===== src/hw/rtl/pulse_width_serial_decoder_assert.svh =====
// ----------------------------------------------------------------------------
// pulse_width_serial_decoder_assert.svh
// Assertion macros for the decoder's assembler module (pwsd_back). They sample on i_clk and
// are off while i_rst_n is low.
// ----------------------------------------------------------------------------
`ifndef PULSE_WIDTH_SERIAL_DECODER_ASSERT_SVH
`define PULSE_WIDTH_SERIAL_DECODER_ASSERT_SVH

// Property that holds at every edge.
`define PWSD_ASSERT_ALWAYS(label, expr, msg) \
    label: assert property (@(posedge i_clk) disable iff (!i_rst_n) (expr)) \
        else $error(msg);

// Property that must hold in the cycle after its trigger.
`define PWSD_ASSERT_NEXT(label, trig, expr, msg) \
    label: assert property (@(posedge i_clk) disable iff (!i_rst_n) \
        (trig) |=> (expr)) else $error(msg);

`endif


===== src/hw/rtl/pwsd_pkg.sv =====
// ----------------------------------------------------------------------------
// pwsd_pkg
// Types, widths and pulse windows of the pulse-width serial decoder.
// ----------------------------------------------------------------------------
package pwsd_pkg;

    localparam int TimeW    = 64;
    localparam int DiffW    = 23;
    localparam int LenW     = 3;
    localparam int BitIdxW  = 6;
    localparam int BytesMax = 5;
    localparam int PayloadW = 8 * BytesMax;
    localparam int QDepth   = 2;
    localparam int QPtrW    = (QDepth > 1) ? $clog2(QDepth) : 1;
    localparam int QCntW    = $clog2(QDepth + 1);

    // Pulse windows in ns, inclusive
    localparam logic [DiffW-1:0] Bit0Lo  = DiffW'(300000);
    localparam logic [DiffW-1:0] Bit0Hi  = DiffW'(700000);
    localparam logic [DiffW-1:0] Bit1Lo  = DiffW'(800000);
    localparam logic [DiffW-1:0] Bit1Hi  = DiffW'(1200000);
    localparam logic [DiffW-1:0] Sync1Lo = DiffW'(1700000);
    localparam logic [DiffW-1:0] Sync1Hi = DiffW'(2300000);
    localparam logic [DiffW-1:0] Sync2Lo = DiffW'(2700000);
    localparam logic [DiffW-1:0] Sync2Hi = DiffW'(3300000);
    localparam logic [DiffW-1:0] Sync3Lo = DiffW'(3700000);
    localparam logic [DiffW-1:0] Sync3Hi = DiffW'(4300000);
    localparam logic [DiffW-1:0] Sync4Lo = DiffW'(4700000);
    localparam logic [DiffW-1:0] Sync4Hi = DiffW'(5300000);
    localparam logic [DiffW-1:0] Sync5Lo = DiffW'(5700000);
    localparam logic [DiffW-1:0] Sync5Hi = DiffW'(6300000);

    typedef enum logic [2:0] {
        CLS_BIT0  = 3'd0,
        CLS_BIT1  = 3'd1,
        CLS_SYNC1 = 3'd2,
        CLS_SYNC2 = 3'd3,
        CLS_SYNC3 = 3'd4,
        CLS_SYNC4 = 3'd5,
        CLS_SYNC5 = 3'd6,
        CLS_BAD   = 3'd7
    } t_pulse_class;

    function automatic logic [LenW-1:0] sync_len(input t_pulse_class cls);
        logic [LenW-1:0] len;
        case (cls)
            CLS_SYNC1: len = LenW'(1);
            CLS_SYNC2: len = LenW'(2);
            CLS_SYNC3: len = LenW'(3);
            CLS_SYNC4: len = LenW'(4);
            CLS_SYNC5: len = LenW'(5);
            default:   len = '0;
        endcase
        return len;
    endfunction

endpackage


===== src/hw/rtl/pwsd_queue.sv =====
// ----------------------------------------------------------------------------
// pwsd_queue
// Small FIFO of pulse classes between the classifier and the assembler.
// ----------------------------------------------------------------------------
module pwsd_queue import pwsd_pkg::*; (
    input  logic         i_clk,
    input  logic         i_rst_n,
    input  logic         i_push_valid,
    output logic         o_push_ready,
    input  t_pulse_class i_push_cls,
    output logic         o_pop_valid,
    input  logic         i_pop_ready,
    output t_pulse_class o_pop_cls
);

    t_pulse_class     r_mem [QDepth];
    logic [QPtrW-1:0] r_wr_ptr, n_wr_ptr;
    logic [QPtrW-1:0] r_rd_ptr, n_rd_ptr;
    logic [QCntW-1:0] r_count,  n_count;
    logic             push, pop;

    assign o_push_ready = (r_count != QCntW'(QDepth));
    assign o_pop_valid  = (r_count != '0);
    assign o_pop_cls    = r_mem[r_rd_ptr];
    assign push         = i_push_valid && o_push_ready;
    assign pop          = o_pop_valid && i_pop_ready;

    always_comb begin
        n_wr_ptr = r_wr_ptr;
        n_rd_ptr = r_rd_ptr;
        n_count  = r_count;
        if (push) begin
            n_wr_ptr = (r_wr_ptr == QPtrW'(QDepth - 1)) ? '0 : r_wr_ptr + 1'b1;
        end
        if (pop) begin
            n_rd_ptr = (r_rd_ptr == QPtrW'(QDepth - 1)) ? '0 : r_rd_ptr + 1'b1;
        end
        if (push && !pop) begin
            n_count = r_count + 1'b1;
        end else if (pop && !push) begin
            n_count = r_count - 1'b1;
        end
    end

    always_ff @(posedge i_clk) begin
        if (!i_rst_n) begin
            r_wr_ptr <= '0;
            r_rd_ptr <= '0;
            r_count  <= '0;
        end else begin
            r_wr_ptr <= n_wr_ptr;
            r_rd_ptr <= n_rd_ptr;
            r_count  <= n_count;
        end
    end

    always_ff @(posedge i_clk) begin
        if (push) begin
            r_mem[r_wr_ptr] <= i_push_cls;
        end
    end

endmodule


===== src/hw/rtl/pwsd_front.sv =====
// ----------------------------------------------------------------------------
// pwsd_front
// Edge intake: keeps the pulse start time, measures each pulse and sorts
// its length into a bit, a sync or an invalid class.
// ----------------------------------------------------------------------------
module pwsd_front import pwsd_pkg::*; (
    input  logic             i_clk,
    input  logic             i_rst_n,
    input  logic             i_in_valid,
    output logic             o_in_ready,
    input  logic             i_line_level,
    input  logic [TimeW-1:0] i_edge_time_ns,
    output logic             o_cls_valid,
    input  logic             i_cls_ready,
    output t_pulse_class     o_cls
);

    logic [TimeW-1:0] r_start;
    logic [DiffW-1:0] r_diff;
    logic             r_diff_short;
    logic             r_diff_valid, n_diff_valid;
    logic [TimeW-1:0] diff;
    logic             accept, push;

    assign push       = r_diff_valid && i_cls_ready;
    assign o_in_ready = !r_diff_valid || i_cls_ready;
    assign accept     = i_in_valid && o_in_ready;
    assign diff       = i_edge_time_ns - r_start;

    always_comb begin
        n_diff_valid = r_diff_valid;
        if (push) begin
            n_diff_valid = 1'b0;
        end
        if (accept && !i_line_level) begin
            n_diff_valid = 1'b1;
        end
    end

    always_ff @(posedge i_clk) begin
        if (!i_rst_n) begin
            r_start      <= '0;
            r_diff_valid <= 1'b0;
        end else begin
            r_diff_valid <= n_diff_valid;
            if (accept && i_line_level) begin
                r_start <= i_edge_time_ns;
            end
        end
    end

    always_ff @(posedge i_clk) begin
        if (accept && !i_line_level) begin
            r_diff       <= diff[DiffW-1:0];
            r_diff_short <= (diff[TimeW-1:DiffW] == '0);
        end
    end

    always_comb begin
        o_cls = CLS_BAD;
        if (r_diff_short) begin
            if (r_diff >= Bit0Lo && r_diff <= Bit0Hi) begin
                o_cls = CLS_BIT0;
            end else if (r_diff >= Bit1Lo && r_diff <= Bit1Hi) begin
                o_cls = CLS_BIT1;
            end else if (r_diff >= Sync1Lo && r_diff <= Sync1Hi) begin
                o_cls = CLS_SYNC1;
            end else if (r_diff >= Sync2Lo && r_diff <= Sync2Hi) begin
                o_cls = CLS_SYNC2;
            end else if (r_diff >= Sync3Lo && r_diff <= Sync3Hi) begin
                o_cls = CLS_SYNC3;
            end else if (r_diff >= Sync4Lo && r_diff <= Sync4Hi) begin
                o_cls = CLS_SYNC4;
            end else if (r_diff >= Sync5Lo && r_diff <= Sync5Hi) begin
                o_cls = CLS_SYNC5;
            end
        end
    end

    assign o_cls_valid = r_diff_valid;

endmodule


===== src/hw/rtl/pwsd_back.sv =====
// ----------------------------------------------------------------------------
// pwsd_back
// Message assembler: opens a message on sync, shifts data bits MSB-first
// into the bytes and holds the finished message in the output register.
// ----------------------------------------------------------------------------
`include "pulse_width_serial_decoder_assert.svh"

module pwsd_back import pwsd_pkg::*; (
    input  logic                i_clk,
    input  logic                i_rst_n,
    input  logic                i_cls_valid,
    output logic                o_cls_ready,
    input  t_pulse_class        i_cls,
    output logic                o_out_valid,
    input  logic                i_out_ready,
    output logic [LenW-1:0]     o_message_length,
    output logic [PayloadW-1:0] o_message_payload
);

    logic                r_receiving, n_receiving;
    logic [LenW-1:0]     r_expected,  n_expected;
    logic [BitIdxW-1:0]  r_bit_index, n_bit_index;
    logic [PayloadW-1:0] r_payload,   n_payload;
    logic                r_out_valid, n_out_valid;
    logic [LenW-1:0]     r_out_len;
    logic [PayloadW-1:0] r_out_payload;
    logic                pop, emit, bit_val;
    logic [2:0]          byte_idx;

    assign o_cls_ready = !r_out_valid || i_out_ready;
    assign pop         = i_cls_valid && o_cls_ready;
    assign byte_idx    = r_bit_index[BitIdxW-1:3];
    assign bit_val     = (i_cls == CLS_BIT1);

    always_comb begin
        n_receiving = r_receiving;
        n_expected  = r_expected;
        n_bit_index = r_bit_index;
        n_payload   = r_payload;
        emit        = 1'b0;
        if (pop) begin
            case (i_cls)
                CLS_BIT0, CLS_BIT1: begin
                    if (r_receiving) begin
                        for (int i = 0; i < BytesMax; i++) begin
                            if (byte_idx == 3'(i)) begin
                                n_payload[PayloadW-1-8*i -: 8] =
                                    {r_payload[PayloadW-2-8*i -: 7], bit_val};
                            end
                        end
                        n_bit_index = r_bit_index + 1'b1;
                        if (n_bit_index == {r_expected, 3'b000}) begin
                            emit        = 1'b1;
                            n_receiving = 1'b0;
                        end
                    end
                end
                CLS_SYNC1, CLS_SYNC2, CLS_SYNC3, CLS_SYNC4, CLS_SYNC5: begin
                    n_receiving = 1'b1;
                    n_expected  = sync_len(i_cls);
                    n_bit_index = '0;
                    n_payload   = '0;
                end
                default: begin
                    n_receiving = 1'b0;
                    n_expected  = '0;
                    n_bit_index = '0;
                end
            endcase
        end
    end

    always_comb begin
        n_out_valid = r_out_valid;
        if (i_out_ready) begin
            n_out_valid = 1'b0;
        end
        if (emit) begin
            n_out_valid = 1'b1;
        end
    end

    always_ff @(posedge i_clk) begin
        if (!i_rst_n) begin
            r_receiving <= 1'b0;
            r_expected  <= '0;
            r_bit_index <= '0;
            r_payload   <= '0;
            r_out_valid <= 1'b0;
        end else begin
            r_receiving <= n_receiving;
            r_expected  <= n_expected;
            r_bit_index <= n_bit_index;
            r_payload   <= n_payload;
            r_out_valid <= n_out_valid;
        end
    end

    always_ff @(posedge i_clk) begin
        if (emit) begin
            r_out_len     <= r_expected;
            r_out_payload <= n_payload;
        end
    end

    assign o_out_valid       = r_out_valid;
    assign o_message_length  = r_out_len;
    assign o_message_payload = r_out_payload;

    `PWSD_ASSERT_ALWAYS(a_open_has_len, !r_receiving || (r_expected != '0),
        "open message without length")
    `PWSD_ASSERT_ALWAYS(a_idx_in_range,
        !r_receiving || (r_bit_index < {r_expected, 3'b000}),
        "bit index past announced length")
    `PWSD_ASSERT_NEXT(a_emit_closes, emit, !r_receiving && r_out_valid,
        "message not closed after emit")
    `PWSD_ASSERT_ALWAYS(a_out_len_ok,
        !r_out_valid || (r_out_len != '0 && r_out_len <= LenW'(BytesMax)),
        "output length out of range")

endmodule


===== src/hw/rtl/pulse_width_serial_decoder.sv =====
// ----------------------------------------------------------------------------
// pulse_width_serial_decoder
// Decodes an active-high single-wire pulse-width line into 1..5 byte messages.
// ----------------------------------------------------------------------------
// Takes one edge transfer per cycle, back to back, unless a measured pulse
// waits for room in the class FIFO. An edge with level 1 only records the
// pulse start time; an edge with level 0 measures the pulse and yields at
// most one message, which reaches the output through the pulse measurement
// register, then the class FIFO, then the output register. The two-entry
// class FIFO lets the edge side keep taking transfers while a finished
// message waits for the sink, until the FIFO fills.
// ----------------------------------------------------------------------------
module pulse_width_serial_decoder import pwsd_pkg::*; (
    input  logic                i_clk,
    input  logic                i_rst_n,
    input  logic                i_in_valid,
    output logic                o_in_ready,
    input  logic                i_line_level,
    input  logic [TimeW-1:0]    i_edge_time_ns,
    output logic                o_out_valid,
    input  logic                i_out_ready,
    output logic [LenW-1:0]     o_message_length,
    output logic [PayloadW-1:0] o_message_payload
);

    logic         front_valid, front_ready;
    t_pulse_class front_cls;
    logic         back_valid, back_ready;
    t_pulse_class back_cls;

    pwsd_front u_front (
        .i_clk          (i_clk),
        .i_rst_n        (i_rst_n),
        .i_in_valid     (i_in_valid),
        .o_in_ready     (o_in_ready),
        .i_line_level   (i_line_level),
        .i_edge_time_ns (i_edge_time_ns),
        .o_cls_valid    (front_valid),
        .i_cls_ready    (front_ready),
        .o_cls          (front_cls)
    );

    pwsd_queue u_queue (
        .i_clk        (i_clk),
        .i_rst_n      (i_rst_n),
        .i_push_valid (front_valid),
        .o_push_ready (front_ready),
        .i_push_cls   (front_cls),
        .o_pop_valid  (back_valid),
        .i_pop_ready  (back_ready),
        .o_pop_cls    (back_cls)
    );

    pwsd_back u_back (
        .i_clk             (i_clk),
        .i_rst_n           (i_rst_n),
        .i_cls_valid       (back_valid),
        .o_cls_ready       (back_ready),
        .i_cls             (back_cls),
        .o_out_valid       (o_out_valid),
        .i_out_ready       (i_out_ready),
        .o_message_length  (o_message_length),
        .o_message_payload (o_message_payload)
    );

endmodule

===== config.mk =====
export PLATFORM = sky130hd
export DESIGN_NAME = pulse_width_serial_decoder
export DESIGN_NICKNAME = d
export VERILOG_FILES = /design/src/hw/rtl/pwsd_pkg.sv /design/src/hw/rtl/pwsd_queue.sv /design/src/hw/rtl/pwsd_front.sv /design/src/hw/rtl/pwsd_back.sv /design/src/hw/rtl/pulse_width_serial_decoder.sv
export VERILOG_INCLUDE_DIRS = /design/src /design/src/hw/rtl
export SDC_FILE = /design/constraint.sdc
export NUM_CORES = 1
export LEC_CHECK = 0
export CORE_MARGIN = 5
export CORE_UTILIZATION = 59
export DETAILED_ROUTE_END_ITERATION = 8
export DONT_BUFFER_PORTS = 1
export GPL_ROUTABILITY_DRIVEN = 0
export PLACE_DENSITY = 0.79
export REMOVE_ABC_BUFFERS = 1
export SYNTH_ARGS = -nofsm -noshare
export SYNTH_HDL_FRONTEND = slang
export SYNTH_SLANG_ARGS = --single-unit

===== constraint.sdc =====
create_clock -name i_clk -period 3.9 [get_ports i_clk]
set_input_delay 0.39 -clock i_clk [delete_from_list [all_inputs] [get_ports i_clk]]
set_output_delay 0.39 -clock i_clk [all_outputs]
set_load 0.005 [all_outputs]

# After elaboration in Yosys (flattened, before gate mapping)

Memories as Yosys holds them, arrays and structs flattened. A register that Yosys moved wholly into a read port is not among the register bits.
Index checks and enable logic that the tools add are counted.

Word-level logic and storage cells: 120
Bits in read-only memories: 0
Latch bits: 0
Memory bits (writable): 6
Memories: 1
Register bits after elaboration: 187
Input port bits: 69

Memories:

| memory        | depth | bits a word | read ports | clocked after memory_dff | write ports | RTL line         | RTL |
|---|---|---|---|---|---|---|---|
| u_queue.r_mem | 2     | 3           | 1          | 1                        | 1           | pwsd_queue.sv:16 | `t_pulse_class r_mem [QDepth];` |

Order comparisons: 14
Reductions and logical operators: 32
$add $sub $neg: 6
Multiply operators: 0
Shift operators: 0
Mux-type cells: 39
Bitwise logic cells: 1
Divide/modulo/power cells: 0
Eq/ne operators: 13

Operator list:

| cell                                                                 | number |
|---|---|
| two-way mux 40 bit                                                   | 2 |
| one-hot mux 40 bit (2 select lines)                                  | 1 |
| less-or-equal comparator 23 bit (second input constant)              | 3 |
| subtractor 64 bit                                                    | 1 |
| greater-or-equal comparator 23 x 22 -> 1 bit (second input constant) | 2 |
| greater-or-equal comparator 23 bit (second input constant)           | 2 |
| less-or-equal comparator 23 x 22 -> 1 bit (second input constant)    | 2 |
| logical NOT 41 bit                                                   | 1 |
| two-way mux 8 bit                                                    | 5 |
| greater-or-equal comparator 23 x 19 -> 1 bit (second input constant) | 1 |
| greater-or-equal comparator 23 x 20 -> 1 bit (second input constant) | 1 |
| greater-or-equal comparator 23 x 21 -> 1 bit (second input constant) | 1 |
| less-or-equal comparator 23 x 20 -> 1 bit (second input constant)    | 1 |
| less-or-equal comparator 23 x 21 -> 1 bit (second input constant)    | 1 |
| two-way mux 3 bit                                                    | 7 |
| two-way mux 1 bit                                                    | 17 |
| one-hot mux 3 bit (5 select lines)                                   | 1 |
| logical AND 1 bit                                                    | 14 |
| equality test 3 x 2 -> 1 bit (second input constant)                 | 4 |
| equality test 3 bit (second input constant)                          | 4 |
| two-way mux 6 bit                                                    | 2 |
| nonzero test 2 bit                                                   | 4 |
| adder 6 x 1 -> 6 bit (second input constant)                         | 1 |
| equality test 3 x 1 -> 1 bit (second input constant)                 | 2 |
| 16 further kinds                                                     | 25 |

# Longest topological paths before layout

Gate-level depths: netlist (run 1).

Depth in word-level cells: 10
Depth in mapped cells: 15

# Hierarchy

Synthesis (run 1) repeated with hierarchy kept, for this count alone.

Cell total of the unflattened synthesis: 1474
Area total of the unflattened synthesis: 12410.7 µm²

Modules (own cells, without submodules):

| module     | cells each | seq. area each (µm²) | instances | area an instance (µm²) |
|---|---|---|---|---|
| pwsd_front | 1145       | 2021.9               | 1         | 8249.2 |
| pwsd_back  | 296        | 2312.2               | 1         | 3704.8 |
| pwsd_queue | 33         | 280.3                | 1         | 456.7 |

# Least setup slack after synthesis (run 1)

No wires, ideal clock.

Path kind: register -> register
From: register with a tool-made name
To: register u_back.r_out_len[0] (netlist: u_back.o_message_length[0]) (enable)
Cell stages (with the launch flop): 7
Setup slack: 0.059 ns
Path buffers: 1
Required time: 3.456 ns
Clock period less this slack: 3.841 ns
Setup time: 0.444 ns
Arrival time: 3.397 ns
Cells stage by stage: dfxtp_1 -> mux2i_1 -> nand2_1 -> clkbuf_1 -> nor2_1 -> nand2_1 -> nor2_1

RTL lines:

| item                 | RTL line         | RTL |
|---|---|---|
| to (signal assigned) | pwsd_back.sv:101 | `r_out_len <= r_expected;` |
| to (decl)            | pwsd_back.sv:25  | `logic [LenW-1:0] r_out_len;` |

# Worst setup path after layout (run 1)

From: register u_front.r_start[0]
To: register u_front.r_diff_short (data pin)

Word-level cells in the longest chain between the ends: 2

RTL lines:

| item                   | RTL line         | RTL |
|---|---|---|
| from (decl)            | pwsd_front.sv:18 | `logic [TimeW-1:0] r_start;` |
| from (signal assigned) | pwsd_front.sv:47 | `r_start <= i_edge_time_ns;` |
| subtractor 64 bit      | pwsd_front.sv:28 | `assign diff = i_edge_time_ns - r_start;` |
| logical NOT 41 bit     | pwsd_front.sv:55 | `r_diff_short <= (diff[TimeW-1:DiffW] == '0);` |
| to (signal assigned)   | pwsd_front.sv:55 |  |
| to (decl)              | pwsd_front.sv:20 | `logic r_diff_short;` |

Every way passes these cells.
A chain may end at the register's enable or synchronous reset.

==> results of run 1 <==
==> worst paths after layout <==
check / startpoint / to / slack [ps] / cells after the start
setup reg to reg: u_front.r_start[0] / u_front.r_diff_short / 250 / 14
hold / removal: i_edge_time_ns[45] / u_front.r_start[45] / 80 / 2
hold reg to reg: u_front.r_start[37] / u_front.r_start[37] / 460 / 2
setup / recovery: u_front.r_start[0] / u_front.r_diff_short / 250 / 14
==> cells in the mapped netlist, drive strengths merged (10+ instances only) <==
library cell,count
o21bai,10
nor2b,14
nand3,37
dfxtp,121
and2,62
a211oi,10
ha,65
a22o,35
a31oi,16
a21boi,71
clkbuf,73
inv,83
and3,17
nand2b,11
a21o,22
o21ai,77
nor3,21
nand4,32
a21oi,95
xor2,18
nor4,10
xnor2,30
nand2,233
nor2,101
edfxtp,73
==> worst max-delay path: cells and delay by family, from the launching register on <==
kind                       cells  cell delay [ps]
adders and majority gates      2              550
and+or+nand+nor                3              790
DFF                            1              330
AOI/OAI and AO/OA              7             1580
buffers and inverters          1               60
xor gates and xnor gates       1              160
==> kinds of logic (layout without fill, tap and decap cells) <==
group,after synthesis,in the layout,share of synthesized area
multiplexers,10,10,0.00826
AND/OR/NAND/NOR,568,568,0.221
AO/OA/AOI/OAI,421,421,0.241
flip-flops,194,194,0.376
buffers and inverters,161,125,0.0499
adder cells (fa/ha/maj),66,66,0.0679
XOR/XNOR,48,48,0.0349
==> metrics by stage <==
step	cells	utilization	total power, mW
finish	1702	0.641	5.51
detailed placement	1670	0.609	3.68
CTS	1702	0.640	5.51
global route	1702	0.641	5.81
floorplan	1390	-	3.35
global placement	1670	0.609	3.65
==> routing by layer <==
| layer | wire length (um) | share of wire | GRT usage | vias up |
|---|---|---|---|---|
| met5 | 0 | 0 | 0 | - |
| met4 | 1150 | 0.039 | 0.108 | 0 |
| met3 | 2090 | 0.071 | 0.0433 | 95 |
| met2 | 13600 | 0.46 | 0.395 | 458 |
| met1 | 12600 | 0.43 | 0.325 | 4961 |
| li1 | - | - | - | 5170 |
==> flip-flops by register name, indices dropped and copies added (netlist names), named ones only <==
signal                    flops
u_back.o_message_length       3
u_back.o_message_payload     40
u_back.o_out_valid            1
u_back.r_bit_index            6
u_back.r_expected             3
u_back.r_payload             40
u_back.r_receiving            1
u_front.o_cls_valid           1
u_front.r_diff               23
u_front.r_diff_short          1
u_front.r_start              64
u_queue.r_count               2
u_queue.r_mem                 6
u_queue.r_rd_ptr              1
u_queue.r_wr_ptr              1
==> layout make-up <==
cell class	count	area, um2
clock inverters	15	200
fillers	1701	7300
repair buffers	10	87.6
clock buffers	17	425
well taps	270	338
flip-flops and latches	194	4610
multi-input cells	1113	7090
inverters	83	312
==> where the power goes <==
part / internal (mW) / total [mW] / switching, mW
registers: 2.20 / 2.31 / 0.110
clock network: 0.934 / 1.82 / 0.891
logic: 0.505 / 1.37 / 0.865
==> impl_metrics.tcl, run 1 <==
set metrics [dict create \
    netlist_instances 1468 \
    final_max_slew_viol_count 0 \
    maxCapViolations 0 \
    async_flop_share 0 \
    overflow 0 \
    rows 52 \
    worstSetupStartpointType "flip-flop" \
    grt_max_degree 122 \
    layout_common_cells "233 x nand2_1, 121 x dfxtp_1, 99 x nor2_1" \
    timing.final.crit_share 0.935 \
    worstMarginPinSlew_ps 1160 \
    path_cells "ha_1, inv_1, fa_2, a211oi_4, o21ai_2, a221oi_4, a211o_1, o311ai_4, a41o_4, xor2_2, a2111oi_4, nand4_1, or4b_4, nor4_2" \
    outcome "completed" \
    worst-endpoint-arrival_ps 3900 \
    port_buffers 0 \
    syn_area_per_cell_um2 8.36 \
    core_area_um2 20400 \
    drc_errors 0 \
    slew_headroom 0.225 \
    cpMaxStageDelayCell "or4b_4" \
    holdBufCountCts 0 \
    area_growth_pct 6.51 \
    grt_pass1_vias 10100 \
    grt_pass1_wl_mm 49.1 \
    cpPeakStageDelay_ps 500 \
    synth.area.top_cells "dfxtp_1 20%, edfxtp_1 18%, nand2_1 7.1%, ha_1 6.6%, a21boi_0 4.2%" \
    p_leak_nw 4.76 \
    nNetsFinal 1554 \
    max_freq_mhz 274 \
    initial_utilization 0.602 \
    worstSetupPathType "reg -> reg" \
    setup_ws_ps 254 \
    yosysUniqueCellTypes 86 \
    grtUsageTotal 0.245 \
    cts_made_buffers 17 \
    dr.pass1.iters 8 \
    fin_tns_setup_ps 0 \
    synth_ff_type "dfxtp_1" \
    cts_resized 0 \
    ys_ff_latch 194 \
    antenna_found_initial 0 \
    num_vias 10700 \
    io_pins 114 \
    ys.warnings.count 0 \
    place_worst_setup_slack_ps 102 \
    power.density_nw_per_um2 422 \
    drtIter0Drc 1089 \
    hold_viol 0 \
    fin_hold_ws_ps 81.9 \
    synth_area_um2 12300 \
    peakVddDrop_mv 0.333 \
    post_cts_buffers 0 \
    wl_per_cell_um 17.3 \
    die_w_um 154 \
    htree_num_levels 4 \
    fin_crit_ps 3650 \
    final_area_um2 13100 \
    cts_tree "done" \
    clock_skew_ps 14.4 \
    clk_latency_ps 440 \
    clockBufferDepth 2 \
    final_common_cell "nand2_1" \
    synth_top_area_cell "dfxtp_1" \
    synth_edf_count 73 \
    dpl.hpwl_mm 22.0 \
    crit_path_end_kind "flip-flop" \
    postRouteAntennaNets 0 \
    setup_viol_count_final 0 \
    clkTransAtPathRegs_ps 80 \
    postPlaceCellArea_um2 12400 \
    drive_gt1_frac 0.0552 \
    rsz0062_at_grt "no" \
    cts.sinks 194 \
    hp-class "in -> reg" \
    die_y_um 154 \
    synth_top_area_share 0.197 \
    root_buffer "clkbuf_16" \
    ys_seq_area_frac 0.376 \
    critPathMaxFanout 3 \
    required_ps 4160 \
    insertedDiodeCount 0 \
    drt-total-wl_mm 29.5 \
    die_area_um2 23800 \
    via_per_inst 6.28 \
]
Power figures use the tool's default switching activity.
==> run 2: changes to the inputs <==
Settings changed: REMOVE_ABC_BUFFERS 1 to default.
==> impl_metrics.tcl, run 2 (synthesis results as in run 1) <==
set metrics [dict create \
    outcome "completed" \
    grt_pass1_vias 9893 \
    clkTransAtPathRegs_ps 90 \
    syn-num-nets 1603 \
    maxCapViolations 0 \
    max_freq_mhz 274 \
    drive_gt1_frac 0.0517 \
    setup_viol_count_final 0 \
    utilization 0.641 \
    crit_path_end_kind "flip-flop" \
    die_y_um 154 \
    core_area_um2 20400 \
    internal-power_mw 3.61 \
    nFillCells 1696 \
    worstMarginPinSlew_ps 1130 \
    slew_headroom 0.243 \
    die_area_um2 23800 \
    critPathMaxFanout 5 \
    multi_input_area_um2 7070 \
    num_vias 10500 \
    io_pins 114 \
    setup_ws_ps 246 \
    pwr-share-clk 0.339 \
    grt_max_degree 122 \
    grtUsageTotal 0.237 \
    cpMaxStageDelayCell "or4b_1" \
    die_w_um 154 \
    rows 52 \
    dpl.hpwl_mm 21.1 \
    swShare 0.347 \
    hp-class "in -> reg" \
    timing.final.crit_share 0.937 \
    holdBufCountCts 0 \
    dr.pass1.iters 6 \
    p_switching_mw 1.92 \
    regArea_um2 4610 \
    drc_errors 0 \
    insertedDiodeCount 0 \
    grt_pass1_wl_mm 47.7 \
    largest_register_ffs 64 \
    worstSetupPathType "reg -> reg" \
    pwr-share-comb 0.243 \
    cts.sinks 194 \
    cts_tree "done" \
    fin_hold_ws_ps 67.5 \
    clk_latency_ps 450 \
    final_common_cell "nand2_1" \
    htree_num_levels 4 \
    port_buffers 0 \
    fin_tns_setup_ps 0 \
    top_register "u_front.r_start" \
    root_buffer "clkbuf_16" \
    postRouteAntennaNets 0 \
    worstSetupStartpointType "flip-flop" \
    path_cells "ha_1, inv_1, fa_2, a211oi_2, o21ai_4, a221oi_4, a211o_1, o311ai_4, xor2_1, nor4_1, nand4_1, a2111oi_2, or4b_1, nor4_2" \
    via_per_inst 6.16 \
    seqPwrFrac 0.417 \
    required_ps 4180 \
    overflow 0 \
    worst-endpoint-arrival_ps 3930 \
    drtIter0Drc 951 \
    place_worst_setup_slack_ps 123 \
    path_buf_inv 1 \
    power_mw 5.53 \
    cpPeakStageDelay_ps 480 \
    hold_viol 0 \
    cts_made_buffers 17 \
    layout_common_cells "233 x nand2_1, 121 x dfxtp_1, 99 x nor2_1" \
    p_leak_nw 4.76 \
    area_growth_pct 6.40 \
    antenna_found_initial 0 \
    drt-total-wl_mm 28.3 \
    clockBufferDepth 2 \
    initial_utilization 0.602 \
    clock_skew_ps 15.6 \
    nNetsFinal 1552 \
    power.density_nw_per_um2 424 \
    final_max_slew_viol_count 0 \
    wl_per_cell_um 16.6 \
    crit_family "compound AO/OA/AOI/OAI gates" \
    peakVddDrop_mv 0.308 \
    fin_crit_ps 3650 \
]
## run 2: final timing paths
kind	endpoint	cells after the start	startpoint	slack, ps
setup reg to reg	u_front.r_diff_short	14	u_front.r_start[0]	250
hold reg to reg	u_front.r_start[60]	2	u_front.r_start[60]	460
hold / removal	u_front.r_start[39]	2	i_edge_time_ns[39]	70
setup / recovery	u_front.r_diff_short	14	u_front.r_start[0]	250
## run 2: power groups by stage
stage | combinational (mW) | sequential, mW | clock (mW)
2_1_floorplan | 1.09 | 2.29 | 0
3_3_place_gp | 1.29 | 2.35 | 0
3_5_place_dp | 1.31 | 2.35 | 0
4_1_cts | 1.32 | 2.31 | 1.90
5_1_grt | 1.50 | 2.33 | 2.01
6_report | 1.35 | 2.31 | 1.88
## run 2: final cells by class
cell class / instances / area share
sequential: 194 / 0.354
timing repair buffer: 8 / 0.00460
multi-input combinational: 1113 / 0.542
inverter: 83 / 0.0239
clock inverter: 15 / 0.0176
tap: 270 / 0.0259
clock buffer: 17 / 0.0326
## run 2: layer usage
layer / track usage / share of wire / up-vias
li1: - / - / 5155
met1: 0.309 / 0.45 / 4820
met2: 0.387 / 0.46 / 411
met3: 0.0430 / 0.056 / 90
met4: 0.106 / 0.036 / 0
met5: 0 / 0 / -
## run 2: worst register-to-register path, stage by stage (launching register included)
cell and delay, ps:
dfxtp_1 340, ha_1 160, inv_1 50, fa_2 370, a211oi_2 320, o21ai_4 140
a221oi_4 290, a211o_1 240, o311ai_4 140, xor2_1 170, nor4_1 250, nand4_1 140
a2111oi_2 270, or4b_1 480, nor4_2 140
## run 2: metrics by stage
stage	instances	area, um2
6_report	1700	13100
5_1_grt	1700	13100
4_1_cts	1700	13000
3_5_place_dp	1668	12400
3_3_place_gp	1668	12400
2_1_floorplan	1468	12300
## run 2: what timing repair did
| action | in CTS | in global routing |
|---|---|---|
| buffers inserted | 0 | 0 |
| endpoints found under the setup margin | 0 | 1 |
| gates resized for setup | 0 | 3 |
